===== src/rtl/fbc_pkg.sv =====
// ----------------------------------------------------------------------------
// fbc_pkg
// Shared widths, register indexes and control words of the block FIR filter.
// ----------------------------------------------------------------------------
package fbc_pkg;

   localparam int TAPS_DEFAULT   = 6;
   localparam int SAMPLE_W       = 16;
   localparam int COEF_W         = 16;
   localparam int PROD_W         = 32;
   localparam int RESULT_W       = 34;
   localparam int TAP_COUNT_W    = 3;
   localparam int NUM_COEF_REGS  = 6;
   localparam int CSR_DATA_W     = 16;
   localparam int BYPASS_SHIFT   = 15;

   // Register map of the configuration port
   typedef enum logic [2:0] {
      CSR_ENABLE,
      CSR_TAP_COUNT,
      CSR_COEF_0,
      CSR_COEF_1,
      CSR_COEF_2,
      CSR_COEF_3,
      CSR_COEF_4,
      CSR_COEF_5
   } csr_index_type;

   // Control word broadcast to every cell of the delay line
   typedef struct packed {
      logic feed;    // shift the delay line by one sample
      logic clear;   // zero the delay line (end of block)
   } cell_ctrl_type;

   // Side information that travels beside the sum
   typedef struct packed {
      logic                       valid;
      logic                       last;
      logic                       bypass;
      logic signed [SAMPLE_W-1:0] sample;
   } meta_type;

   // One result word held in the output queue
   typedef struct packed {
      logic signed [RESULT_W-1:0] result;
      logic                       last;
   } rsp_word_type;

endpackage


===== src/rtl/fbc_cell.sv =====
// ----------------------------------------------------------------------------
// fbc_cell
// One tap: a delay-line stage and its registered coefficient product.
// ----------------------------------------------------------------------------
module fbc_cell (
   input  logic                                clock,
   input  logic                                reset,
   input  fbc_pkg::cell_ctrl_type              ctrl_i,
   input  logic                                tap_on_i,
   input  logic signed [fbc_pkg::COEF_W-1:0]   coef_i,
   input  logic signed [fbc_pkg::SAMPLE_W-1:0] operand_i,
   output logic signed [fbc_pkg::SAMPLE_W-1:0] sample_o,
   output logic signed [fbc_pkg::PROD_W-1:0]   product_o
);
   import fbc_pkg::*;

   logic signed [SAMPLE_W-1:0] sample_ff;
   logic signed [PROD_W-1:0]   product_ff;
   logic signed [PROD_W-1:0]   product_in;

   // drop taps beyond the active count
   assign product_in = tap_on_i ? (PROD_W'(coef_i) * PROD_W'(operand_i)) : '0;

   always_ff @(posedge clock) begin
      if (reset || ctrl_i.clear) begin
         sample_ff <= '0;
      end else if (ctrl_i.feed) begin
         sample_ff <= operand_i;
      end
   end

   always_ff @(posedge clock) begin
      product_ff <= product_in;
   end

   assign sample_o  = sample_ff;
   assign product_o = product_ff;

endmodule


===== config.mk =====
export PLATFORM = sky130hd
export DESIGN_NAME = fbc_cell
export DESIGN_NICKNAME = d
export VERILOG_FILES = /design/src/rtl/fbc_pkg.sv /design/src/rtl/fbc_cell.sv
export SDC_FILE = /design/constraint.sdc
export NUM_CORES = 1
export LEC_CHECK = 0
export BUFFER_PORTS_ARGS = -buffer_cell sky130_fd_sc_hd__buf_2
export CORE_MARGIN = 5
export CORE_UTILIZATION = 55
export DETAILED_ROUTE_END_ITERATION = 8
export PLACE_DENSITY = 0.74
export SYNTH_ARGS = -nofsm -noshare
export SYNTH_HDL_FRONTEND = slang
export SYNTH_SLANG_ARGS = --single-unit

===== constraint.sdc =====
create_clock -name clock -period 6.27 [get_ports clock]
set_input_delay 0.9405 -clock clock [delete_from_list [all_inputs] [get_ports clock]]
set_output_delay 0.9405 -clock clock [all_outputs]
set_load 0.05 [all_outputs]

; Word-level counts from Yosys, hierarchy flattened
; Index checks and enable logic that the tools add are counted.
[totals]
reg_bits = 48
input_bits = 37
out_inout_bits = 48
word_cells = 4
[classes]
n_mul = 1
n_reduce_logical = 1
[ops]
columns = op, n
row1 = $mul A16 B16 Y32, 1
row2 = $logic_or A1 B1 Y1, 1

; Longest topological paths before layout
; Gate-level depths: netlist of the first run.
[logic_depth]
word_depth = 1
mapped_depth = 23
depth_no_buf = 20

; Worst setup path before layout of the first run
; No wires, ideal clock.
[synth_timing]
kind = input port to flip-flop
startpoint = input operand_i[8] (netlist name)
endpoint = register product_ff[30] (netlist: product_o[30])
setup_ns = 0.079
arrival_ns = 6.509
required_time_ns = 6.191
slack_ns = -0.318
stages = 23
n_path_buf = 3
cell_sequence = clkbuf_1 -> clkbuf_1 -> nand2_1 -> fa_1 -> inv_1 -> fa_1 -> inv_1 -> fa_1 -> inv_1 -> fa_1 -> fa_1 -> inv_1 -> fa_1 -> inv_1 -> ha_1 -> buf_6 -> a21o_1 -> a21o_1 -> a221o_1 -> a211oi_4 -> o2bb2ai_2 -> or3_1 -> o211ai_1
[synth_between]
elab_chain_cells = 1
[synth_lines]
columns = element, line_no
row1 = start: declaration, fbc_cell.sv:11  ; input logic signed [fbc_pkg::SAMPLE_W-1:0] operand_i,
row2 = $mul A16 B16 Y32, fbc_cell.sv:22  ; assign product_in = tap_on_i ? (PROD_W'(coef_i) * PROD_W'(operand_i)) : '0;
row3 = end signal: assignment, fbc_cell.sv:33  ; product_ff <= product_in;
row4 = end: declaration, fbc_cell.sv:18  ; logic signed [PROD_W-1:0] product_ff;
; Every way passes these cells.
; A chain may end at the register's enable or synchronous reset.

; Worst setup path after layout of the first run
[layout_timing]
startpoint = input coef_i[8] (netlist name)
endpoint = register product_ff[29] (netlist: product_o[29])
[layout_between]
elab_chain_cells = 1
[layout_lines]
columns = element, line_no
row1 = start: declaration, fbc_cell.sv:10  ; input logic signed [fbc_pkg::COEF_W-1:0] coef_i,
row2 = $mul A16 B16 Y32, fbc_cell.sv:22
; Every way passes these cells.

==> impl_metrics.toml, run 1 <==
[worst_setup_path]
startpoint = "coef_i[8]"
crit_path_max_fanout = 9
cp.required_ns = 6.50
endpoint_kind = "flop"
ff2ff_setup_slack_ns = 5.64
cpPeakStageDelay_ns = 0.54
path_cells = "clkbuf_4, and2_4, fa_1, inv_1, fa_1, fa_1, inv_1, fa_1, fa_1, inv_1, fa_1, inv_1, ha_4, a21o_1, nor3b_1, o31a_1, nor3_4, o211ai_1, buf_4, a41oi_2, mux2i_1"
worst_r2r_endpoint = "sample_o[13]"
r2r_cells = 2
cpMaxStageDelayCell = "fa_1"
arrival_ns = 6.40
startpoint_type = "input pin"
critPathKind = "input pin to flop"
worst_path_most_repeated_cell = "fa_1"
reg2reg_from = "sample_o[13]"

[global_route]
grt_max_degree = 22
grt_pass1_vias = 9290
grt_first_pass_wirelength_um = 45900
grt_overflow = 0
grt_antenna_before_repair = 0
grt.total_usage_pct = 24.2

[yosys]
netlist_area_um2 = 11300
yosysWarnings = 0
synth_area_per_cell_um2 = 9.26
synthCells = 1220
post_synth_num_cell_types = 49
synth_nets = 1601
synth-seq-area-share_pct = 8.51
ys_ff_latch = 48

[clock_network]
htree_levels = 2
root_buffer = "clkbuf_16"
clock-sinks = 48
clk_pin_slew_ns = 0.07
numCtsBuffers = 5
hold_buffers = 0
cts_tree = "done"
clkLatencyLatePin_ns = 0.29
clk_path_buf_depth = 2

[route]
first_pass_iters = 5
totalWireLength_um = 28500
vias = 8746
ant_nets = 0
drc = 0
drt-vias-per-instance = 5.24
wire_per_inst_um = 17.1
first_iter_violations = 526

[sta]
holdWs_ns = 0.493
tightestPinTransition_ns = 0.761
period_share_pct = 98.3
slew_headroom_pct = 49.2
finalSetupViolations = 0
rsz0062_at_grt = "true"
fmax_mhz = 162
period_needed_ns = 6.17
hold_violations = 0
final.setup.tns_ns = 0
drv_slew = 0
finalClockSkew_ns = 0

[flow_run]
cap_viol_max_count = 0

[cells_and_area]
final_common_cell = "inv_1"
drive_above_1_share_pct = 19.4
diodes = 0
area_delta_synth_final_pct = 19.3
layout_common_cells = "inv_1, fa_1, nand2_1"
final_util_pct = 66.6
final_nets = 1780

[place]
gp_congestion = 0.893
numPortBuffers = 84
hpwl_um = 24400

[die]
design.core.area_um2 = 20200
io_pins = 85
start_util_pct = 55.8
die_area_um2 = 23500
die_h_um = 153
die_w_um = 153
rows = 52

[worst_hold_path]
worstHoldEndpoint = "sample_o[6]"
min_path_type = "flop to flop"
hold_start = "sample_o[6]"
hold_depth = 2

[status]
outcome = "completed"
what timing repair did:
action	CTS	global route
setup endpoints to repair	6	13
pin swaps	0	39
gates resized for setup	4	94
setup buffers	0	17
cell families after synthesis:
group	count (synthesis)	synth area share, %
simple gates	362	15.9
fa+ha+maj	344	55.5
buf+inv	339	11.3
compound gates	85	5.23
flops	48	8.51
xor+xnor	23	1.78
mux	19	1.68
per-stage QoR:
step | instance area, um^2 | setup WS (ns) | instances
2_1_floorplan | 11400 | 0.00902 | 1220
3_3_place_gp | 12800 | -0.305 | 1646
3_5_place_dp | 12800 | -0.385 | 1646
4_1_cts | 13000 | 0.0129 | 1654
5_1_grt | 13500 | -0.0709 | 1670
6_report | 13500 | 0.104 | 1670
synthesized netlist by cell type, drive strengths merged:
cell type | count | area, um^2
fa | 262 | 5250
and4bb | 1 | 12.5
nand4 | 8 | 50.1
inv | 291 | 1090
a41oi | 1 | 8.76
and2 | 125 | 782
nor2b | 1 | 6.26
o221ai | 1 | 8.76
mux2i | 19 | 190
a211o | 3 | 26.3
nor3b | 4 | 30.0
o31ai | 1 | 7.51
o21ai | 14 | 70.1
a211oi | 5 | 55.1
a31oi | 3 | 18.8
and3 | 2 | 12.5
nand2 | 137 | 514
a21oi | 19 | 95.1
buf | 3 | 20.0
nand3 | 6 | 30.0
o21bai | 6 | 45.0
o2bb2ai | 1 | 15.0
xor2 | 4 | 35.0
ha | 82 | 1030
or4b | 1 | 10.0
o2111ai | 1 | 8.76
a221o | 1 | 10.0
xnor2 | 19 | 166
nor2 | 50 | 188
nor4 | 1 | 6.26
a21o | 16 | 120
or4 | 1 | 7.51
nand2b | 8 | 50.1
or3 | 1 | 6.26
nand3b | 1 | 7.51
o31a | 3 | 26.3
dfxtp | 48 | 961
o21a | 3 | 22.5
o211ai | 6 | 45.0
and4 | 1 | 10.0
clkbuf | 45 | 169
a21boi | 1 | 7.51
nor3 | 11 | 60.1
or2 | 3 | 18.8
per-layer routing:
metal | share of wire, % | vias up | wire (um) | track usage, %
met2 | 54 | 252 | 15400 | 43.7
li1 | - | 3972 | - | -
met5 | 0 | - | 0 | 0
met4 | 3.3 | 0 | 936 | 7.51
met1 | 38 | 4461 | 10900 | 30.5
met3 | 4.6 | 61 | 1320 | 2.77
sequential cells by signal, indices dropped and copies added (netlist names):
| name | flops |
|---|---|
| product_o | 32 |
| sample_o | 16 |
worst max-delay path: cells and delay by family:
| kind | cells | cell delay [ns] |
|---|---|---|
| buf+inv | 6 | 0.57 |
| compound gates | 4 | 0.86 |
| mux | 1 | 0.19 |
| simple gates | 3 | 0.63 |
| fa+ha+maj | 7 | 3.20 |
worst max path at each step:
stage / to / slack [ns]
detailed placement: product_o[29] / -0.38
finish: product_o[29] / 0.10
global route: product_o[29] / -0.07
floorplan: product_o[30] / 0.009
CTS: product_o[30] / 0.01
global placement: product_o[29] / -0.31
cell type report:
type / instances / area [um^2]
Clock inverter: 3 / 68.8
Inverter: 291 / 1090
Tap cell: 270 / 338
Clock buffer: 5 / 125
Sequential cell: 48 / 961
Timing Repair Buffer: 220 / 1660
Multi-Input combinational cell: 833 / 9240
Fill cell: 1583 / 6760
Power of run 1 is left out: the tool's default activity adds up to more than one toggle a clock period on the data nets, which glitch-free logic cannot reach.
==> run 2, diff against run 1 <==
--- a/config.mk
+++ b/config.mk
@@ -6,10 +6,11 @@
 export NUM_CORES = 1
 export LEC_CHECK = 0
 export BUFFER_PORTS_ARGS = -buffer_cell sky130_fd_sc_hd__buf_2
+export CORE_ASPECT_RATIO = 0.7
 export CORE_MARGIN = 5
 export CORE_UTILIZATION = 55
 export DETAILED_ROUTE_END_ITERATION = 8
-export PLACE_DENSITY = 0.74
+export PLACE_DENSITY = 0.71
 export SYNTH_ARGS = -nofsm -noshare
 export SYNTH_HDL_FRONTEND = slang
 export SYNTH_SLANG_ARGS = --single-unit
==> constraint.sdc (replaced) <==
create_clock -name clock -period 7.78 [get_ports clock]
set_input_delay 1.167 -clock clock [delete_from_list [all_inputs] [get_ports clock]]
set_output_delay 1.167 -clock clock [all_outputs]
set_load 0.05 [all_outputs]
==> run 2 against run 1 <==
  * Sequential share of layout area increased by 0.84 points
  * Clock-buffer cell count unchanged
  * Critical path depth decreased by 2
==> impl_metrics.toml, run 2 (same netlist as run 1, synthesis figures left out) <==
[worst_setup_path]
critical_path_buf_inv_count = 4
crit_path_max_fanout = 17
endpoint_kind = "flop"
path_cells = "buf_2, nand2_1, inv_1, fa_1, fa_1, fa_1, fa_1, fa_1, inv_1, fa_1, inv_1, ha_1, nand4_1, o211ai_1, o31a_1, o21ai_0, o211ai_1, a41oi_1, mux2i_1"
reg2reg_from = "sample_o[2]"
ff2ff_setup_slack_ns = 7.12
startpoint_type = "input pin"
startpoint = "operand_i[1]"
worst_path_most_repeated_cell = "fa_1"
path_depth = 19
arrival_ns = 7.12
critPathCapture = "product_o[29]"
worst_r2r_endpoint = "sample_o[2]"
critPathKind = "input pin to flop"
cpPeakStageDelay_ns = 0.83
path_delay_family = "adder cells"
cpMaxStageDelayCell = "fa_1"
r2r_cells = 2
cp.required_ns = 8.01

[route]
first_iter_violations = 582
wire_per_inst_um = 17.5
drt-vias-per-instance = 5.17
first_pass_iters = 5
totalWireLength_um = 26800
ant_nets = 0
drc = 0
vias = 7948

[global_route]
grt_antenna_before_repair = 0
grt_first_pass_wirelength_um = 45500
grt_pass1_vias = 8381
grt_overflow = 0
grtUsageMet3_pct = 8.22
grt_max_degree = 22
grt.total_usage_pct = 24.3
met1_usage_pct = 39.2
use_met2_pct = 32.6
grt-busiest-layer = "met1"

[clock_network]
htree_levels = 2
clock-sinks = 48
post_cts_resized = 0
hold_buffers = 0
root_buffer = "clkbuf_16"
clk_path_buf_depth = 2
clkLatencyLatePin_ns = 0.30
numCtsBuffers = 5
cts_tree = "done"
post-cts-setup-buffers = 0
clk_pin_slew_ns = 0.08

[die]
start_util_pct = 56.4
die_w_um = 181
design.core.area_um2 = 20000
io_pins = 85
rows = 43
die_h_um = 130
die_area_um2 = 23600

[cells_and_area]
drive_above_1_share_pct = 8.06
nFillCells = 1700
instances_no_fill = 1536
largest_reg_flops = 32
final_nets = 1645
area_delta_synth_final_pct = 6.65
final_common_cell = "inv_1"
layout_common_cells = "inv_1, fa_1, nand2_1"
final_cell_area_um2 = 12000

[sta]
rsz0062_at_grt = "false"
hold_violations = 0
slew_headroom_pct = 55.3
final.setup.tns_ns = 0
finalSetupViolations = 0
fmax_mhz = 145
finalClockSkew_ns = 0
tightestPinTransition_ns = 0.669
drv_slew = 0
period_share_pct = 88.6
period_needed_ns = 6.90

[place]
placedCellCount = 1527
numPortBuffers = 84
gp_congestion = 0.897
postPlaceCellArea_um2 = 11900
hpwl_um = 22500

[status]
outcome = "completed"

[flow_run]
cap_viol_max_count = 0

[worst_hold_path]
min_path_type = "flop to flop"
-- run 2: final cells by class --
class / count / area, um^2 / area share [%]
diodes: 1 / 2.50 / 0.0208
clock buffers: 5 / 125 / 1.04
clock inverters: 3 / 46.3 / 0.384
inverters: 291 / 1090 / 9.07
multi-input cells: 833 / 9050 / 75.2
flip-flops and latches: 48 / 961 / 7.98
well taps: 270 / 338 / 2.80
repair buffers: 85 / 428 / 3.55
-- run 2: layer usage --
layer | wire (um) | share of wire (%)
met1 | 13500 | 50
met3 | 2970 | 11
met2 | 10200 | 38
met4 | 119 | 0.44
met5 | 0 | 0
-- run 2: tightest hold or removal path, delay by kind of cell, from the launching register on --
family | cells | cell delay (ns)
and+or+nand+nor | 1 | 0.07
DFF | 1 | 0.32
muxes | 1 | 0.06
-- run 2: worst min path at each step --
| stage | startpoint | endpoint | slack [ns] | cells after the start |
|---|---|---|---|---|
| 5_1_grt | sample_o[4] | sample_o[4] | 0.52 | 2 |
| 2_1_floorplan | sample_o[0] | sample_o[0] | 0.74 | 2 |
| 6_report | sample_o[0] | sample_o[0] | 0.49 | 2 |
| 3_3_place_gp | sample_o[5] | sample_o[5] | 0.47 | 2 |
| 4_1_cts | sample_o[0] | sample_o[0] | 0.50 | 2 |
| 3_5_place_dp | sample_o[0] | sample_o[0] | 0.48 | 2 |
-- run 2: per-stage QoR --
step / setup slack [ns] / hold slack, ns / utilization, %
after CTS: 0.903 / 0.499 / 60.2
after floorplan: 0.966 / 0.738 / -
after global placement: 0.694 / 0.468 / 59.3
after global routing: 0.489 / 0.515 / 60.2
after detailed placement: 0.611 / 0.481 / 59.3
final: 0.883 / 0.492 / 60.2
Power of run 2 is left out for the same reason.
