==> src/rtl/fbc_pkg.sv <==
// ----------------------------------------------------------------------------
// fbc_pkg
// Shared widths, register indexes and control words of the block FIR filter.
// ----------------------------------------------------------------------------
package fbc_pkg;

   localparam int TAPS_DEFAULT   = 6;
   localparam int SAMPLE_W       = 16;
   localparam int COEF_W         = 16;
   localparam int PROD_W         = 32;
   localparam int RESULT_W       = 34;
   localparam int TAP_COUNT_W    = 3;
   localparam int NUM_COEF_REGS  = 6;
   localparam int CSR_DATA_W     = 16;
   localparam int BYPASS_SHIFT   = 15;

   // Register map of the configuration port
   typedef enum logic [2:0] {
      CSR_ENABLE,
      CSR_TAP_COUNT,
      CSR_COEF_0,
      CSR_COEF_1,
      CSR_COEF_2,
      CSR_COEF_3,
      CSR_COEF_4,
      CSR_COEF_5
   } csr_index_type;

   // Control word broadcast to every cell of the delay line
   typedef struct packed {
      logic feed;    // shift the delay line by one sample
      logic clear;   // zero the delay line (end of block)
   } cell_ctrl_type;

   // Side information that travels beside the sum
   typedef struct packed {
      logic                       valid;
      logic                       last;
      logic                       bypass;
      logic signed [SAMPLE_W-1:0] sample;
   } meta_type;

   // One result word held in the output queue
   typedef struct packed {
      logic signed [RESULT_W-1:0] result;
      logic                       last;
   } rsp_word_type;

endpackage

==> src/rtl/fbc_adder_tree.sv <==
// ----------------------------------------------------------------------------
// fbc_adder_tree
// Pipelined binary adder tree, one register level per tree level.
// ----------------------------------------------------------------------------
module fbc_adder_tree #(
   parameter int LEAVES = fbc_pkg::TAPS_DEFAULT
) (
   input  logic                                clock,
   input  logic signed [fbc_pkg::PROD_W-1:0]   leaf_i [LEAVES],
   output logic signed [fbc_pkg::RESULT_W-1:0] root_o
);
   import fbc_pkg::*;

   localparam int LEVELS = $clog2(LEAVES);
   localparam int NPAD   = 1 << LEVELS;

   logic signed [RESULT_W-1:0] leaf_ext [NPAD];

   for (genvar g = 0; g < NPAD; g++) begin : g_leaf
      if (g < LEAVES) begin : g_used
         assign leaf_ext[g] = RESULT_W'(leaf_i[g]);
      end else begin : g_pad
         assign leaf_ext[g] = '0;
      end
   end

   if (LEVELS == 0) begin : g_single
      assign root_o = leaf_ext[0];
   end else begin : g_tree
      // heap order: node 1 is the root, children of node i are 2i and 2i+1
      logic signed [RESULT_W-1:0] node_ff [1:NPAD-1];

      for (genvar i = 1; i < NPAD; i++) begin : g_node
         if (2 * i >= NPAD) begin : g_bottom
            always_ff @(posedge clock) begin
               node_ff[i] <= leaf_ext[2*i-NPAD] + leaf_ext[2*i+1-NPAD];
            end
         end else begin : g_inner
            always_ff @(posedge clock) begin
               node_ff[i] <= node_ff[2*i] + node_ff[2*i+1];
            end
         end
      end

      assign root_o = node_ff[1];
   end

endmodule

==> config.mk <==
export PLATFORM = sky130hd
export DESIGN_NAME = fbc_adder_tree
export DESIGN_NICKNAME = d
export VERILOG_FILES = /design/src/rtl/fbc_pkg.sv /design/src/rtl/fbc_adder_tree.sv
export SDC_FILE = /design/constraint.sdc
export NUM_CORES = 1
export LEC_CHECK = 0
export BUFFER_PORTS_ARGS = -buffer_cell sky130_fd_sc_hd__buf_2
export CAP_MARGIN = 40
export CORE_UTILIZATION = 54
export CTS_CLUSTER_SIZE = 16
export DETAILED_ROUTE_END_ITERATION = 12
export PLACE_DENSITY = 0.88
export SKIP_CTS_REPAIR_TIMING = 1
export SLEW_MARGIN = 20
export SYNTH_ARGS = -nofsm -noshare
export SYNTH_HDL_FRONTEND = slang
export SYNTH_SLANG_ARGS = --single-unit
==> constraint.sdc <==
create_clock -name clock -period 3.4 [get_ports clock]
set_input_delay 0.17 -clock clock [delete_from_list [all_inputs] [get_ports clock]]
set_output_delay 0.17 -clock clock [all_outputs]
set_load 0.005 [all_outputs]
# --- Yosys cells after proc, flatten, opt, wreduce, memory -nomap -nowiden ---
# Memory sizes are Yosys's and may differ from the RTL's.
# Index checks and enable logic that the tools add are counted.
totals:
  ff_bits: 0
  ram_bits: 238
  in_bits: 193
  output_inout_bits: 34
  elab_cells: 7
  mem_count: 1
op_classes:
  n_addsub: 6
memory_table:
  columns: ["memory", "depth", "width", "rd", "rd_clocked_by_memory_dff", "write_ports", "line_no", "rtl"]
  rows:
  - ["g_tree.node_ff", 7, 34, 7, 0, 7, "fbc_adder_tree.sv:31", "logic signed [RESULT_W-1:0] node_ff [1:NPAD-1];"]
ops:
  columns: ["cell", "n"]
  rows:
  - ["$add A34 B34 Y34", 3]
  - ["$add A32 B32 Y33", 3]

# --- Logic depth before layout (Yosys ltp) ---
# Gate-level depths: netlist of the first run.
# An unclocked memory read counts as a cell.
logic_depth:
  ltp_word: 2
  depth_mapped: 12
  mapped_depth_nobuf: 12

# --- Worst setup path before layout of the first run ---
# No wires, ideal clock.
synth_timing:
  kind: "input port to flip-flop"
  start: "input leaf_i[64] (netlist bit)"
  end: "register g_tree.node_ff[1][62] (netlist name)"
  setup_ps: 122
  arrival_ps: 2560
  t_required_ps: 3278
  slack_ps: 718
  path_stages: 11
  n_path_buf: 0
  path_cell_list: "ha_1 fa_1 a21o_1 and4_1 o2111ai_1 o211ai_1 a41o_1 o221a_2 o21ai_2 nor4b_1 a311o_1"
synth_rtl:
  columns: ["element", "line_no", "rtl"]
  rows:
  - ["start: declaration", "fbc_adder_tree.sv:9", "input logic signed [fbc_pkg::PROD_W-1:0] leaf_i [LEAVES],"]

==> impl_metrics.py, run 1 <==
metrics = {
    "outcome": {
        "status": "finished, violations left",
        "failing_checks": "DRC",
    },
    "global_routing": {
        "grt_pass1_vias": 10150,
        "initial_antenna_violation_count": 0,
        "grt_pass1_wl_um": 45480,
        "maximum_number_of_pins_on_one_net_before_global_route_repair": 17,
        "grt_remaining_overflow": 0,
        "grt.total_usage": 0.2375,
    },
    "cts": {
        "ctsRootBufferMaster": "sky130_fd_sc_hd__clkbuf_16",
        "clk_pin_slew_worst_paths_ns": 0.07,
        "cts_num_sinks": 200,
        "tritoncts_clock_tree": "yes",
        "worstSkewPairLatency_ns": 0.43,
        "cts_buffers": 17,
        "h_tree_level_count": 4,
        "clockBufferDepth": 2,
    },
    "final_layout": {
        "num_antenna_cells": 0,
        "largest_register_ff_count": 200,
        "fillers": 1777,
        "area_growth_pct": 14.19,
        "layout.cells.non_filler": 1829,
        "nNetsFinal": 1898,
        "layout-drive-gt1-share": 0.1795,
        "largestRegisters": "g_tree.node_ff x200",
        "largest_register": "g_tree.node_ff",
        "layout.core_utilization": 0.6346,
        "layout.cell_area.non_filler_um2": 13940,
    },
    "power": {
        "power_density_nw_per_um2": 751.0,
        "power_leakage_nw": 6.691,
        "irDropWorstVdd_uv": 335.7,
    },
    "logic_synthesis": {
        "post_synth_main_area_contributors": "sky130_fd_sc_hd__dfxtp_1, sky130_fd_sc_hd__ha_1, sky130_fd_sc_hd__xnor2_1",
        "ys_ff_latch": 200,
        "synth_most_common_cell": "sky130_fd_sc_hd__dfxtp_1",
        "yosysTopAreaCell": "sky130_fd_sc_hd__dfxtp_1",
        "ys_dominant_reg_cell": "sky130_fd_sc_hd__dfxtp_1",
        "yosys.cell_types.count": 77,
        "net_count_of_the_mapped_netlist": 1704,
        "number_of_enable_flip_flop_cells_after_synthesis": 0,
        "synth_top_cells_by_count": "sky130_fd_sc_hd__dfxtp_1, sky130_fd_sc_hd__ha_1, sky130_fd_sc_hd__a21oi_1, sky130_fd_sc_hd__xnor2_1, sky130_fd_sc_hd__a21o_1",
        "sequential_element_share_of_the_synthesized_area": 0.3281,
        "async_flop_share": 0,
        "syn-instance-count": 1344,
        "synth.top_cell.area_share": 0.3281,
        "mappedNetlistArea_um2": 12200,
        "syn_area_per_cell_um2": 9.081,
        "synth-warning-count": 0,
    },
    "sta": {
        "min_period_over_period": 0.9379,
        "timing.setup.tns_ns": 0,
        "timing.final.hold_violations": 0,
        "setup_viol": 0,
        "max_freq_ghz": 0.3136,
        "timing_max_transition_violations_final": 0,
        "worst-slew-pin-transition_ns": 0.5143,
        "timing.clock.skew_ns": 0.009129,
        "unrepaired_setup_endpoints_after_global_routing": "no",
        "finalCriticalPeriod_ns": 3.189,
        "relSlewSlack": 0.6542,
    },
    "place": {
        "placedInstanceArea_um2": 13350,
        "placedCellCount": 1794,
        "place_hpwl_um": 22450,
        "gpl.final_weighted_congestion": 0.9583,
        "io_buffer_count": 226,
    },
    "route": {
        "wire_per_inst_um": 15.34,
        "totalWireLength_um": 28050,
        "detail_route.iter0.violations": 584,
        "viasPerCell": 5.725,
        "drt-pass1-iter-count": 9,
        "num_vias": 10470,
        "remaining_drc_errors": 12,
        "postRouteAntennaNets": 0,
    },
    "worst_setup_path": {
        "classification_of_the_worst_setup_path": "in2reg",
        "reg2reg_from": "g_tree.node_ff[1][0]$_DFF_P_",
        "regToRegEndpoint": "g_tree.node_ff[0][98]$_DFF_P_",
        "cp_data_required_time_ns": 3.72,
        "setup.reg_to_reg.worst_slack_ns": 0.37,
        "worstSetupEndpointType": "flop",
        "setup.worst_path.start_class": "input port",
        "worst_r2r_path_depth": 12,
        "worst-endpoint-arrival_ns": 3.51,
        "setup.worst_path.start": "leaf_i[160]",
        "timing.critical_path.fanout_max": 3,
    },
    "floorplanning": {
        "std_cell_rows": 54,
        "die_area_um2": 23210,
        "io-pin-count": 227,
        "coreArea_um2": 21960,
        "die-height_um": 152.3,
        "fp.dieW_um": 152.3,
        "start_util": 0.5558,
    },
    "min_path": {
        "holdCritStartpoint": "leaf_i[161]",
        "hold_path.class": "in2reg",
        "min_delay_path_depth": 2,
        "holdPathEnd": "g_tree.node_ff[1][1]$_DFF_P_",
    },
    "flow_run": {
        "max_capacitance_violation_count": 0,
    },
}
worst max-delay path by stage:
stage | end | slack [ns]
after global routing | g_tree.node_ff[1][30]$_DFF_P_ | 0.11
final | g_tree.node_ff[1][20]$_DFF_P_ | 0.21
after global placement | g_tree.node_ff[1][86]$_DFF_P_ | 0.41
after floorplan | g_tree.node_ff[1][62]$_DFF_P_ | 0.72
after CTS | g_tree.node_ff[0][98]$_DFF_P_ | 0.37
after detailed placement | g_tree.node_ff[1][86]$_DFF_P_ | 0.33
per-layer routing:
| metal | share of wire | vias up | global-route usage | wire, µm |
|---|---|---|---|---|
| met1 | 0.44 | 4812 | 0.2893 | 12390 |
| met3 | 0.051 | 60 | 0.03015 | 1417 |
| met5 | 0 | - | 0 | 0 |
| met2 | 0.48 | 363 | 0.4244 | 13590 |
| met4 | 0.024 | 0 | 0.09232 | 661 |
| li1 | - | 5236 | - | - |
cells by family (layout without fill, tap and decap cells):
group / Yosys count / in the layout / share of synthesized area
simple gates: 302 / 302 / 0.1231
buf+inv: 109 / 314 / 0.04398
xor+xnor: 143 / 143 / 0.1026
fa+ha+maj: 167 / 167 / 0.1743
flops: 200 / 200 / 0.3281
compound gates: 422 / 422 / 0.2270
mux: 1 / 1 / 0.0009226
layout make-up:
cell class	instances	area (µm²)	area share
Multi-Input combinational cell	1035	7664	0.5499
Sequential cell	200	4004	0.2873
Timing Repair Buffer	232	1189	0.08529
Clock buffer	20	436.7	0.03133
Tap cell	280	350.3	0.02514
Inverter	52	195.2	0.01401
Clock inverter	10	97.59	0.007003
report_power, final:
part           leakage, nW  total [W]  internal [W]  switching (W)
Sequential            1.69    0.00350       0.00318       0.000319
Clock                0.253    0.00186       0.00101       0.000855
Combinational         4.75    0.00510       0.00232        0.00278
per-stage QoR:
step	total power (W)	hold WS [ns]	setup WS, ns
after global placement	0.008346	0.3104	0.4138
after CTS	0.01045	-0.06375	0.3718
after detailed placement	0.008530	0.3121	0.3294
after global routing	0.01121	0.02045	0.1073
after floorplan	0.007508	0.2903	0.7181
final	0.01047	0.03458	0.2110
critical path, stage by stage:
cell                            delay, ns
sky130_fd_sc_hd__dlygate4sd3_1       0.56
sky130_fd_sc_hd__buf_2               0.13
sky130_fd_sc_hd__ha_1                0.20
sky130_fd_sc_hd__fa_1                0.40
sky130_fd_sc_hd__a21o_1              0.21
sky130_fd_sc_hd__a221oi_1            0.44
sky130_fd_sc_hd__o211ai_1            0.18
sky130_fd_sc_hd__a31oi_1             0.20
sky130_fd_sc_hd__o21bai_1            0.16
sky130_fd_sc_hd__a31o_2              0.31
sky130_fd_sc_hd__a31oi_1             0.25
sky130_fd_sc_hd__a31oi_1             0.14
sky130_fd_sc_hd__xor2_1              0.16
layout by cell type, fill, tap and decap left out, drive strengths merged, types with 11 or more instances in the layout:
master and instances:
nor3 17, nand3 35, o21bai 23, buf 227
and2 11, inv 55, a21oi 132, nor2b 16
a21o 81, o21a 13, a31oi 25, o21ai 71
nor2 78, xnor2 92, clkbuf 20, and3 12
dfxtp 200, nand2b 20, ha 162, nand4 19
nand2 64, xor2 51
No activity file was read; power rests on OpenSTA's default activity.
==> inputs of run 2 (changes only) <==
==> constraint.sdc (replaced) <==
create_clock -name clock -period 3.4 [get_ports clock]
set_input_delay 0.34 -clock clock [delete_from_list [all_inputs] [get_ports clock]]
set_output_delay 0.34 -clock clock [all_outputs]
set_load 0.005 [all_outputs]
==> run 2 against run 1 <==
The run still ends with DRC left. Combinational power barely moved. Cell area barely moved. Core utilization barely moved. Via count fell by 0.40%. Critical endpoint is now g_tree.node_ff[0][98]$_DFF_P_.
==> impl_metrics.py, run 2 (same netlist as run 1, synthesis figures left out) <==
metrics = {
    "outcome": {
        "status": "finished, violations left",
        "failing_checks": "DRC",
    },
    "final_layout": {
        "fillers": 1771,
        "layout-drive-gt1-share": 0.1836,
        "layout.core_utilization": 0.6346,
        "largest_register": "g_tree.node_ff",
        "largest_register_ff_count": 200,
        "num_antenna_cells": 0,
        "mostFrequentLayoutCell": "sky130_fd_sc_hd__buf_2",
        "largestRegisters": "g_tree.node_ff x200",
        "seqCellArea_um2": 4004,
        "nNetsFinal": 1894,
        "total_area_of_multi_input_combinational_cells_um2": 7664,
        "most_used_cells_in_the_layout_excluding_fill_and_tap_cells": "sky130_fd_sc_hd__buf_2, sky130_fd_sc_hd__dfxtp_1, sky130_fd_sc_hd__ha_1, sky130_fd_sc_hd__a21oi_1, sky130_fd_sc_hd__xnor2_1",
        "area_growth_pct": 14.18,
    },
    "place": {
        "place_hpwl_um": 22210,
        "io_buffer_count": 226,
        "post-place-ws_ns": 0.1560,
        "gpl.final_weighted_congestion": 1.004,
    },
    "global_routing": {
        "grt.total_usage": 0.2412,
        "grt_pass1_wl_um": 46200,
        "initial_antenna_violation_count": 0,
        "grt_remaining_overflow": 0,
        "grt_pass1_vias": 10080,
        "maximum_number_of_pins_on_one_net_before_global_route_repair": 18,
    },
    "worst_setup_path": {
        "regToRegEndpoint": "g_tree.node_ff[0][98]$_DFF_P_",
        "worst_path_max_delay_cell": "sky130_fd_sc_hd__fa_1",
        "worstPathCellList": "ha_1, inv_1, fa_1, nor2b_1, o21ai_0, a21boi_1, o31a_1, o32a_1, a31oi_2, or3_1, a311o_1, xnor2_1",
        "reg2reg_from": "g_tree.node_ff[1][0]$_DFF_P_",
        "timing.critical_path.fanout_max": 4,
        "worstSetupEndpointType": "flop",
        "worst_r2r_path_depth": 12,
        "classification_of_the_worst_setup_path": "reg2reg",
        "setup.worst_path.start_class": "flop",
        "setup.reg_to_reg.worst_slack_ns": 0.38,
        "setup.worst_path.start": "g_tree.node_ff[1][0]$_DFF_P_",
        "setup.worst_path.end": "g_tree.node_ff[0][98]$_DFF_P_",
        "worst-endpoint-arrival_ns": 3.34,
        "critical_path.max_stage_delay_ns": 0.40,
        "cp_data_required_time_ns": 3.72,
    },
    "route": {
        "drt-pass1-iter-count": 12,
        "num_vias": 10430,
        "totalWireLength_um": 27940,
        "postRouteAntennaNets": 0,
        "detail_route.iter0.violations": 602,
        "remaining_drc_errors": 11,
        "wire_per_inst_um": 15.29,
        "viasPerCell": 5.708,
    },
    "power": {
        "irDropWorstVdd_uv": 291.6,
        "switching_power_w": 0.004003,
        "internal-power_w": 0.006562,
        "combPwrFrac": 0.484,
        "power.switching_fraction": 0.3789,
        "power_density_nw_per_um2": 758.2,
        "post-layout-total-power_w": 0.01057,
        "p_seq_frac": 0.331,
        "power_leakage_nw": 6.700,
        "clock_power_share": 0.185,
    },
    "floorplanning": {
        "fp.dieW_um": 152.3,
        "io-pin-count": 227,
        "std_cell_rows": 54,
        "start_util": 0.5558,
        "die_area_um2": 23210,
        "coreArea_um2": 21960,
        "die-height_um": 152.3,
    },
    "sta": {
        "final.hold.worst_slack_ns": 0.1291,
        "setup_viol": 0,
        "unrepaired_setup_endpoints_after_global_routing": "no",
        "finalWorstSetupSlack_ns": 0.3824,
        "min_period_over_period": 0.8875,
        "timing.final.hold_violations": 0,
        "relSlewSlack": 0.6722,
        "worst-slew-pin-transition_ns": 0.4865,
        "timing.setup.tns_ns": 0,
        "timing.clock.skew_ns": 0.008554,
        "finalCriticalPeriod_ns": 3.018,
        "max_freq_ghz": 0.3314,
        "timing_max_transition_violations_final": 0,
    },
    "cts": {
        "clk_pin_slew_worst_paths_ns": 0.07,
        "cts_buffers": 17,
        "cts_num_sinks": 200,
        "clockBufferDepth": 2,
        "h_tree_level_count": 4,
        "ctsRootBufferMaster": "sky130_fd_sc_hd__clkbuf_16",
        "tritoncts_clock_tree": "yes",
        "worstSkewPairLatency_ns": 0.43,
    },
    "flow_run": {
        "max_capacitance_violation_count": 0,
    },
    "min_path": {
        "hold_path.class": "in2reg",
        "holdCritStartpoint": "leaf_i[160]",
        "min_delay_path_depth": 2,
    },
}
[run 2: cell types whose count changed in the layout (fill, tap and decap cells not counted), sizes merged]
cell         change
buf              +1
clkbuf           -1
clkinv           +4
dlygate4sd3      -5
inv              -1
[run 2: area by class of cell]
class	instances	share of cell area
Clock buffer	19	0.03250
Clock inverter	13	0.008800
Inverter	52	0.01401
Multi-Input combinational cell	1035	0.5500
Sequential cell	200	0.2873
Tap cell	280	0.02514
Timing Repair Buffer	228	0.08225
[run 2: worst min path at each step]
stage	to	slack [ns]
final	g_tree.node_ff[1][0]$_DFF_P_	0.13
after global routing	g_tree.node_ff[1][0]$_DFF_P_	0.12
after CTS	g_tree.node_ff[1][0]$_DFF_P_	0.12
after detailed placement	g_tree.node_ff[0][108]$_DFF_P_	0.31
after global placement	g_tree.node_ff[0][103]$_DFF_P_	0.31
after floorplan	g_tree.node_ff[0][102]$_DFF_P_	0.31
[run 2: routing by layer]
layer  global-route usage  part of all wire  vias to the layer above
met2               0.4084              0.47                      382
met1               0.3053              0.45                     4764
met5                    0                 0                        -
li1                     -                 -                     5213
met4               0.1069             0.027                        0
met3              0.03385             0.050                       70
[run 2: per-stage QoR]
step | area, µm² | instances
6_report | 13930 | 1827
5_1_grt | 13930 | 1827
4_1_cts | 13930 | 1827
3_5_place_dp | 13360 | 1795
3_3_place_gp | 13360 | 1795
2_1_floorplan | 12200 | 1344
[run 2: critical path: cells and delay by family (launching register included)]
kind	cells	cell delay [ns]
compound gates	6	1.33
fa+ha+maj	2	0.57
simple gates	2	0.52
flops	1	0.31
xor+xnor	1	0.12
buf+inv	1	0.06
[run 2: power groups by stage]
stage	clock network, W	logic [W]	registers (W)
global route	0.00209	0.00565	0.00356
detailed placement	0	0.00497	0.00354
floorplan	0	0.00412	0.00339
CTS	0.00199	0.00504	0.00349
finish	0.00196	0.00511	0.00350
global placement	0	0.00480	0.00353
==> inputs of run 3 (changes only) <==
- CELL_PAD_IN_SITES_DETAIL_PLACEMENT: unset -> 0
- CELL_PAD_IN_SITES_GLOBAL_PLACEMENT: unset -> 1
- CORE_UTILIZATION: 54 -> 43
- PLACE_DENSITY: 0.88 -> 0.91
==> run 3 against run 2 <==
The run now ends clean. Non-clock buffer count is 2 higher. Total power shrank 0.64%. Die area up 25%.
==> impl_metrics.py, run 3 (same netlist as run 1, synthesis figures left out) <==
metrics = {
    "global_routing": {
        "grt_remaining_overflow": 0,
        "grt.total_usage": 0.1873,
        "grt_pass1_wl_um": 43860,
        "maximum_number_of_pins_on_one_net_before_global_route_repair": 19,
        "grt_pass1_vias": 9586,
        "initial_antenna_violation_count": 2,
    },
    "place": {
        "place_hpwl_um": 22280,
        "io_buffer_count": 226,
        "gpl.final_weighted_congestion": 0.9413,
    },
    "min_path": {
        "hold_path.class": "in2reg",
        "holdPathEnd": "g_tree.node_ff[1][68]$_DFF_P_",
        "holdCritStartpoint": "leaf_i[32]",
        "min_delay_path_depth": 2,
    },
    "sta": {
        "timing.setup.tns_ns": 0,
        "worst-slew-pin-transition_ns": 0.4968,
        "timing_max_transition_violations_final": 0,
        "finalCriticalPeriod_ns": 2.955,
        "timing.clock.skew_ns": 0.01387,
        "min_period_over_period": 0.8691,
        "final.hold.worst_slack_ns": 0.1407,
        "timing.final.hold_violations": 0,
        "relSlewSlack": 0.6668,
        "setup_viol": 0,
        "max_freq_ghz": 0.3384,
        "unrepaired_setup_endpoints_after_global_routing": "no",
    },
    "route": {
        "wire_per_inst_um": 13.85,
        "postRouteAntennaNets": 0,
        "drt-pass1-iter-count": 5,
        "num_vias": 10000,
        "remaining_drc_errors": 0,
        "viasPerCell": 5.184,
        "totalWireLength_um": 26720,
        "detail_route.iter0.violations": 518,
    },
    "floorplanning": {
        "io-pin-count": 227,
        "coreArea_um2": 27860,
        "fp.dieW_um": 170.5,
        "std_cell_rows": 61,
        "die_area_um2": 29060,
        "start_util": 0.4381,
        "die-height_um": 170.5,
    },
    "worst_setup_path": {
        "setup.worst_path.start": "g_tree.node_ff[1][34]$_DFF_P_",
        "worst-endpoint-arrival_ns": 3.26,
        "setup.reg_to_reg.worst_slack_ns": 0.45,
        "timing.critical_path.fanout_max": 4,
        "regToRegEndpoint": "g_tree.node_ff[0][98]$_DFF_P_",
        "cp_data_required_time_ns": 3.71,
        "worstSetupEndpointType": "flop",
        "setup.worst_path.start_class": "flop",
        "classification_of_the_worst_setup_path": "reg2reg",
        "worst_r2r_path_depth": 12,
        "reg2reg_from": "g_tree.node_ff[1][34]$_DFF_P_",
    },
    "power": {
        "power_density_nw_per_um2": 745.1,
        "irDropWorstVdd_uv": 353.0,
        "post-layout-total-power_w": 0.01050,
        "power_leakage_nw": 6.723,
    },
    "cts": {
        "clk_pin_slew_worst_paths_ns": 0.07,
        "clockBufferDepth": 2,
        "worstSkewPairLatency_ns": 0.42,
        "tritoncts_clock_tree": "yes",
        "h_tree_level_count": 4,
        "ctsRootBufferMaster": "sky130_fd_sc_hd__clkbuf_16",
        "cts_num_sinks": 200,
        "cts_buffers": 17,
    },
    "final_layout": {
        "mostFrequentLayoutCell": "sky130_fd_sc_hd__buf_2",
        "layout-drive-gt1-share": 0.1846,
        "layout.core_utilization": 0.5057,
        "largest_register": "g_tree.node_ff",
        "area_growth_pct": 15.44,
        "nNetsFinal": 1896,
        "largestRegisters": "g_tree.node_ff x200",
        "most_used_cells_in_the_layout_excluding_fill_and_tap_cells": "sky130_fd_sc_hd__buf_2, sky130_fd_sc_hd__dfxtp_1, sky130_fd_sc_hd__ha_1, sky130_fd_sc_hd__a21oi_1, sky130_fd_sc_hd__xnor2_1",
        "largest_register_ff_count": 200,
    },
    "flow_run": {
        "max_capacitance_violation_count": 0,
    },
    "outcome": {
        "status": "completed",
    },
}
## run 3: layout make-up
| cell class | count | area [µm²] |
|---|---|---|
| inverter | 52 | 195.2 |
| clock inverter | 13 | 133.9 |
| antenna | 2 | 5.005 |
| clock buffer | 19 | 452.9 |
| multi-input combinational | 1035 | 7664 |
| tap | 378 | 473.0 |
| sequential | 200 | 4004 |
| timing repair buffer | 230 | 1161 |
| fill | 2643 | 13770 |
## run 3: worst max path at each step
stage | endpoint | slack (ns)
after detailed placement | g_tree.node_ff[1][86]$_DFF_P_ | 0.15
after global routing | g_tree.node_ff[0][98]$_DFF_P_ | 0.23
after floorplan | g_tree.node_ff[1][62]$_DFF_P_ | 0.55
final | g_tree.node_ff[0][98]$_DFF_P_ | 0.45
after CTS | g_tree.node_ff[0][98]$_DFF_P_ | 0.41
after global placement | g_tree.node_ff[1][86]$_DFF_P_ | 0.22
## run 3: critical path, cell delays in order (launching register included)
cell and delay, ns:
sky130_fd_sc_hd__dfxtp_1 0.32, sky130_fd_sc_hd__ha_1 0.16, sky130_fd_sc_hd__inv_1 0.05, sky130_fd_sc_hd__fa_1 0.39, sky130_fd_sc_hd__nor2b_1 0.12, sky130_fd_sc_hd__o21ai_0 0.10, sky130_fd_sc_hd__a21boi_1 0.23, sky130_fd_sc_hd__o31a_1 0.20
sky130_fd_sc_hd__o32a_1 0.28, sky130_fd_sc_hd__a31oi_2 0.18, sky130_fd_sc_hd__or3_1 0.40, sky130_fd_sc_hd__a311o_1 0.29, sky130_fd_sc_hd__xnor2_1 0.12
## run 3: power breakdown
part           internal [W]  switching, W
registers           0.00318      0.000313
logic               0.00234       0.00267
clock network       0.00107      0.000921
total               0.00659       0.00391
## run 3: stage by stage
step	cell area (µm²)	std cells	worst slack (ns)
floorplan	12200	1344	0.5481
global placement	13500	1895	0.2160
detailed placement	13500	1895	0.1519
CTS	14080	1927	0.4117
global route	14090	1929	0.2320
finish	14090	1929	0.4451
## run 3: routing by layer
metal / vias up / global-route usage / wire, µm
met1: 4494 / 0.2513 / 13050
met4: 0 / 0.06189 / 443
li1: 5231 / - / -
met2: 240 / 0.3077 / 12180
met5: - / 0 / 0
met3: 35 / 0.02651 / 1054
